==> config.mk <==
export PLATFORM = sky130hd
export DESIGN_NAME = epg_accum
export DESIGN_NICKNAME = d
export VERILOG_FILES = /design/src/rtl/core/epg_pkg.sv /design/src/rtl/core/epg_accum.sv
export SDC_FILE = /design/constraint.sdc
export NUM_CORES = 1
export LEC_CHECK = 0
export BUFFER_PORTS_ARGS = -buffer_cell sky130_fd_sc_hd__buf_2
export CAP_MARGIN = 10
export CORE_AREA = 2 2 190 192
export DETAILED_ROUTE_END_ITERATION = 8
export DIE_AREA = 0 0 192 194
export MAX_ROUTING_LAYER = met4
export SLEW_MARGIN = 30
export SYNTH_ARGS = -nofsm -noshare
export SYNTH_HDL_FRONTEND = slang
export SYNTH_SLANG_ARGS = --single-unit
==> constraint.sdc <==
create_clock -name clk_i -period 4.7 [get_ports clk_i]
set_input_delay 1.175 -clock clk_i [delete_from_list [all_inputs] [get_ports clk_i]]
set_output_delay 1.175 -clock clk_i [all_outputs]
set_load 0.1 [all_outputs]
==> src/rtl/core/epg_pkg.sv <==
`timescale 1ns / 1ps
// ----------------------------------------------------------------------------
// epg_pkg
// shared types, widths and helpers for the ellipse point gate
// ----------------------------------------------------------------------------
package epg_pkg;

  localparam int unsigned IDX_W   = 12;  // keypoint row number
  localparam int unsigned CRD_W   = 16;  // Q12.4 coordinate
  localparam int unsigned INV_W   = 32;  // Q8.24 inverse covariance entry
  localparam int unsigned RAD_W   = 16;  // Q8.8 radius and distance
  localparam int unsigned RSQ_W   = 2 * RAD_W;
  localparam int unsigned DIF_W   = CRD_W + 1;       // point minus centre
  localparam int unsigned SQ_W    = 2 * DIF_W - 1;   // nonnegative square
  localparam int unsigned CR_W    = 2 * DIF_W;       // signed cross product
  localparam int unsigned TRM_W   = CR_W + INV_W;    // weighted term
  localparam int unsigned SUM_W   = TRM_W + 2;       // sum of three terms
  localparam int unsigned FRM_W   = SUM_W - 2;       // clamped form magnitude
  localparam int unsigned ROOT_W  = 32;              // root operand width
  localparam int unsigned CFG_IDX_W  = 3;
  localparam int unsigned CFG_DATA_W = 32;
  localparam int unsigned SQRT_STEPS = ROOT_W / 2;
  localparam int unsigned SQRT_PER_STAGE = 2;
  localparam int unsigned SQRT_STAGES = SQRT_STEPS / SQRT_PER_STAGE;

  localparam logic signed [CRD_W-1:0] CENTER_X_RST = '0;
  localparam logic signed [CRD_W-1:0] CENTER_Y_RST = '0;
  localparam logic signed [INV_W-1:0] INV_XX_RST   = 32'sh0100_0000;
  localparam logic signed [INV_W-1:0] INV_XY_RST   = '0;
  localparam logic signed [INV_W-1:0] INV_YY_RST   = 32'sh0100_0000;
  localparam logic [RSQ_W-1:0]        RAD_SQ_RST   = 32'h0001_0000;  // 1.0 squared

  typedef enum logic [CFG_IDX_W-1:0] {
    REG_CENTER_X    = 3'd0,
    REG_CENTER_Y    = 3'd1,
    REG_INV_XX      = 3'd2,
    REG_INV_XY      = 3'd3,
    REG_INV_YY      = 3'd4,
    REG_GATE_RADIUS = 3'd5
  } reg_idx_e;

  typedef struct packed {
    logic signed [CRD_W-1:0] center_x;
    logic signed [CRD_W-1:0] center_y;
    logic signed [INV_W-1:0] inv_xx;
    logic signed [INV_W-1:0] inv_xy;
    logic signed [INV_W-1:0] inv_yy;
    logic [RSQ_W-1:0]        rad_sq;
  } cfg_t;

  // keypoint fields that ride along with the arithmetic
  typedef struct packed {
    logic [IDX_W-1:0]        index;
    logic signed [CRD_W-1:0] x;
    logic signed [CRD_W-1:0] y;
    logic                    last;
  } meta_t;

  typedef struct packed {
    meta_t                   meta;
    logic signed [TRM_W-1:0] txx;
    logic signed [TRM_W-1:0] txy;  // not yet doubled
    logic signed [TRM_W-1:0] tyy;
  } terms_t;

  typedef struct packed {
    meta_t              meta;
    logic               in_gate;
    logic               sat;
    logic [ROOT_W-1:0]  rad;
  } root_in_t;

  typedef struct packed {
    logic [ROOT_W-1:0] rem;
    logic [ROOT_W-1:0] res;
  } sqrt_t;

  typedef struct packed {
    meta_t             meta;
    logic              in_gate;
    logic              sat;
    sqrt_t             sq;
  } root_st_t;

  typedef struct packed {
    meta_t             meta;
    logic              in_gate;
    logic [RAD_W-1:0]  distance;
  } result_t;

  // one restoring square root step, b is the current trial bit
  function automatic sqrt_t sqrt_step(sqrt_t s, logic [ROOT_W-1:0] b);
    sqrt_t r;
    logic [ROOT_W:0] t;
    t = {1'b0, s.res} + {1'b0, b};
    if ({1'b0, s.rem} >= t) begin
      r.rem = s.rem - t[ROOT_W-1:0];
      r.res = (s.res >> 1) + b;
    end else begin
      r.rem = s.rem;
      r.res = s.res >> 1;
    end
    return r;
  endfunction

endpackage

==> src/rtl/core/epg_accum.sv <==
`timescale 1ns / 1ps
// ----------------------------------------------------------------------------
// epg_accum
// two stages: sum of the weighted terms, then clamp and exact gate compare
// ----------------------------------------------------------------------------
module epg_accum (
  input  logic               clk_i,
  input  logic               rst_ni,
  input  epg_pkg::cfg_t      cfg_i,
  input  logic               in_valid_i,
  output logic               in_ready_o,
  input  epg_pkg::terms_t    in_data_i,
  output logic               out_valid_o,
  input  logic               out_ready_i,
  output epg_pkg::root_in_t  out_data_o
);
  import epg_pkg::*;

  logic [1:0] v_q;
  logic [1:0] en;

  meta_t                   m_q;
  logic signed [SUM_W-1:0] sum_q;
  root_in_t                r_q;

  logic signed [SUM_W-1:0] sum_d;
  logic [FRM_W-1:0]        form;
  logic [FRM_W-1:0]        lim;

  assign en[1] = !v_q[1] || out_ready_i;
  assign en[0] = !v_q[0] || en[1];
  assign in_ready_o = en[0];

  always_comb begin
    sum_d = {{2{in_data_i.txx[TRM_W-1]}}, in_data_i.txx}
          + {in_data_i.txy[TRM_W-1], in_data_i.txy, 1'b0}
          + {{2{in_data_i.tyy[TRM_W-1]}}, in_data_i.tyy};
    // indefinite matrix can make the form negative: clamp to zero
    form  = sum_q[SUM_W-1] ? '0 : sum_q[FRM_W-1:0];
    lim   = {{(FRM_W-RSQ_W-16){1'b0}}, cfg_i.rad_sq, 16'h0000};
  end

  always_ff @(posedge clk_i or negedge rst_ni) begin
    if (!rst_ni) begin
      v_q <= '0;
    end else begin
      if (en[0]) v_q[0] <= in_valid_i;
      if (en[1]) v_q[1] <= v_q[0];
    end
  end

  always_ff @(posedge clk_i) begin
    if (en[0] && in_valid_i) begin
      m_q   <= in_data_i.meta;
      sum_q <= sum_d;
    end
    if (en[1] && v_q[0]) begin
      r_q.meta    <= m_q;
      r_q.in_gate <= (form <= lim);
      r_q.sat     <= |form[FRM_W-1:ROOT_W+16];
      r_q.rad     <= form[ROOT_W+15:16];
    end
  end

  assign out_valid_o = v_q[1];
  assign out_data_o  = r_q;

endmodule

==> metrics <==
Reg-to-Reg Start sum_q[67]$_DFFE_PP_; RePlAce Congestion 0.887; relative slew slack 0.469; die width 192 microns; Max Slew Vio Count 0; synthesized instance count 1017; Place WS -201 ps; Clock transition at path regs 80 ps; Die Y 194 microns; root buf cell clkbuf_16; first-pass GRT wire length 50.1 mm; Worst Hold Class reg -> reg; sequential fraction of the synthesis area 0.474; clk_lat worst skew 440 ps; CP required 4880 ps; drt via density 4.87; maximum VDD drop 0.260 mV; clock skew 13.2 ps; Critical Path Source in_data_i[1]; PwrDens 416 mW/mm^2; Syn Nets 1590; Post-CTS Setup Bufs 0; DP Area 0.0148 sq mm; setup_tns 0 ps; CP startpoint kind input pin; pin count of the biggest net entering global routing 59; fill cell count 3426; CTS tree built; Routed WL 33.0 mm; kind of critical path in -> reg; DR pass1 iterations 4; Critical Path AT 4580 ps; DRC Markers 0; leak pwr 6.74 nW; number of H-tree levels 4; FF+latch area 0.00579 sq mm; post-synthesis cell area 0.0122 sq mm; Least-Margin Pin Slew 797 ps; hold path start m_q[17]$_DFFE_PP_; DR WL/cell 17.5 microns; Final Hold Fails 0; Worst path max stage delay 460 ps; fmax 228 MHz; Synth area leaders edfxtp_1 47%, fa_1 11%, ha_1 10%; fin crit period 4390 ps; DRT iter0 DRCs 433; most common cell after layout, fill and taps aside buf_2; Simple-Gate Fraction of Synth Area 0.0979; Core Footprint 0.0352 sq mm; Area Growth Syn to Fin 26.6%; clk buf depth 2; post-synth top area share 0.470; Remaining Overflow, GRT 0; largest family of logic cells by synthesized area adder cells; Post-synth EDFFs 191; initial antenna violation count 16; gr usage total 0.180; Initial Util 0.347; Synth warnings 0; # resized after CTS 0; RSZ-0062 raised after global routing no; vias in the first global route 9093; mux share of post-synthesis cell area 0; TritonCTS Buffers 17; hpwl dp 27.9 mm; area of the multi-input gates 0.00606 sq mm; ys async rst share 0.0104; number of clock sinks 193; cell area after layout 0.0154 sq mm; Post-DRT Antenna Nets 0; nets 1976; Syn Area/Cell 12.0 sq um; DR vias 9209; row cnt 69; CTS Hold Buffers Added 0; final setup vio count 0; Worst path most repeated cell inv_1; Cell Chain, Critical Path buf_2 -> inv_1 -> fa_1 -> inv_1 -> ha_1 -> inv_1 -> fa_1 -> nand2b_1 -> a21oi_1 -> o2111ai_2 -> a31oi_1 -> buf_4 -> a21oi_2 -> a31o_2 -> o21ai_2 -> a41oi_1 -> xnor2_1; Main synth FF type edfxtp_1; setup ws final 309 ps; #FFs+latches synth 193; status complete, no violations; layout cell share with drive strength beyond 1 0.318; adder-cell share of the synthesized area 0.211; top fanout value on the critical path 5; area leader, netlist edfxtp_1; synth unique cells 54; die area 0.0372 sq mm; fin crit share 0.934; Synth Area in Compound Gates 0.140; Setup crit end kind flop; most frequent cells in the layout 359 x buf_2, 191 x edfxtp_1, 99 x ha_1; Max-Cap Viols 0; Top Ports 488; Crit-path slowest cell fa_1; port bufs 359; xor-xnor portion of the synthesized cell area 0.0459
[final timing paths]
check	slack, ps	cells after the start	end
worst max-delay path	310	17	sum_q[65]$_DFFE_PP_
worst max register to register	1690	11	out_data_o[33]$_DFFE_PP_
worst min register to register	420	0	out_data_o[51]$_DFFE_PP_
worst min-delay path	420	0	out_data_o[51]$_DFFE_PP_
min in group asynchronous	510	1	v_q[1]$_DFFE_PN0P_
max in group asynchronous	4090	1	v_q[0]$_DFFE_PN0N_
[worst max-delay path, delay by kind of cell]
family | cells | cell delay, ps
simple gates | 1 | 180
xor+xnor | 1 | 150
buf+inv | 5 | 440
fa+ha+maj | 3 | 1020
compound gates | 7 | 1590
[metrics by stage]
stage / power, mW / hold slack [ps] / cells / utilization
final: 6.43 / 416 / 1892 / 0.439
after CTS: 6.47 / 418 / 1877 / 0.437
after global routing: 6.82 / 428 / 1892 / 0.439
after detailed placement: 5.00 / 405 / 1845 / 0.420
after global placement: 4.97 / 400 / 1845 / 0.420
after floorplan: 4.23 / 400 / 1017 / -
[synth_stat cells (5+ instances only)]
| library cell | number |
|---|---|
| edfxtp_1 | 191 |
| o211ai_1 | 5 |
| nor2b_1 | 37 |
| clkbuf_1 | 30 |
| nor3_1 | 7 |
| nor4_1 | 10 |
| nand3_1 | 19 |
| nand2_1 | 52 |
| xor2_1 | 27 |
| ha_1 | 99 |
| nand2b_1 | 11 |
| a21o_1 | 44 |
| and3_1 | 8 |
| xnor2_1 | 37 |
| nor2_1 | 39 |
| a211oi_1 | 5 |
| a21oi_1 | 89 |
| o21ai_0 | 45 |
| inv_1 | 63 |
| buf_2 | 5 |
| o21bai_1 | 20 |
| a31oi_1 | 9 |
| fa_1 | 67 |
| o21a_1 | 7 |
| nand4_1 | 30 |
[power by group]
group	switching [mW]	internal (mW)
sequential	0.0716	2.26
combinational	1.73	0.906
clock	0.725	0.736
[metal layers]
metal  up-vias  part of all wire  GRT usage
met2       301              0.42      0.257
met3        27             0.077     0.0433
met4         0             0.017     0.0537
li1       4561                 -          -
met1      4320              0.48      0.254
met5         -                 0          -
[state kept, by name (all words and copies together), names as in the netlist]
signal / flops
sum_q: 67
m_q: 45
out_data_o: 79
v_q: 2
[kinds of logic (layout without fill, tap and decap cells)]
group | Yosys count | after routing
compound gates | 266 | 266
xor+xnor | 64 | 64
fa+ha+maj | 166 | 166
buf+inv | 98 | 497
flops | 193 | 193
other cells | 0 | 15
simple gates | 230 | 230
[layout make-up]
cell class	instances	share of cell area
inverter	63	0.0153
tap	461	0.0373
timing repair buffer	402	0.138
sequential	193	0.375
clock buffer	18	0.0284
multi-input combinational	726	0.392
antenna	15	0.00243
clock inverter	14	0.0117
(Power assumes the default switching activity.)
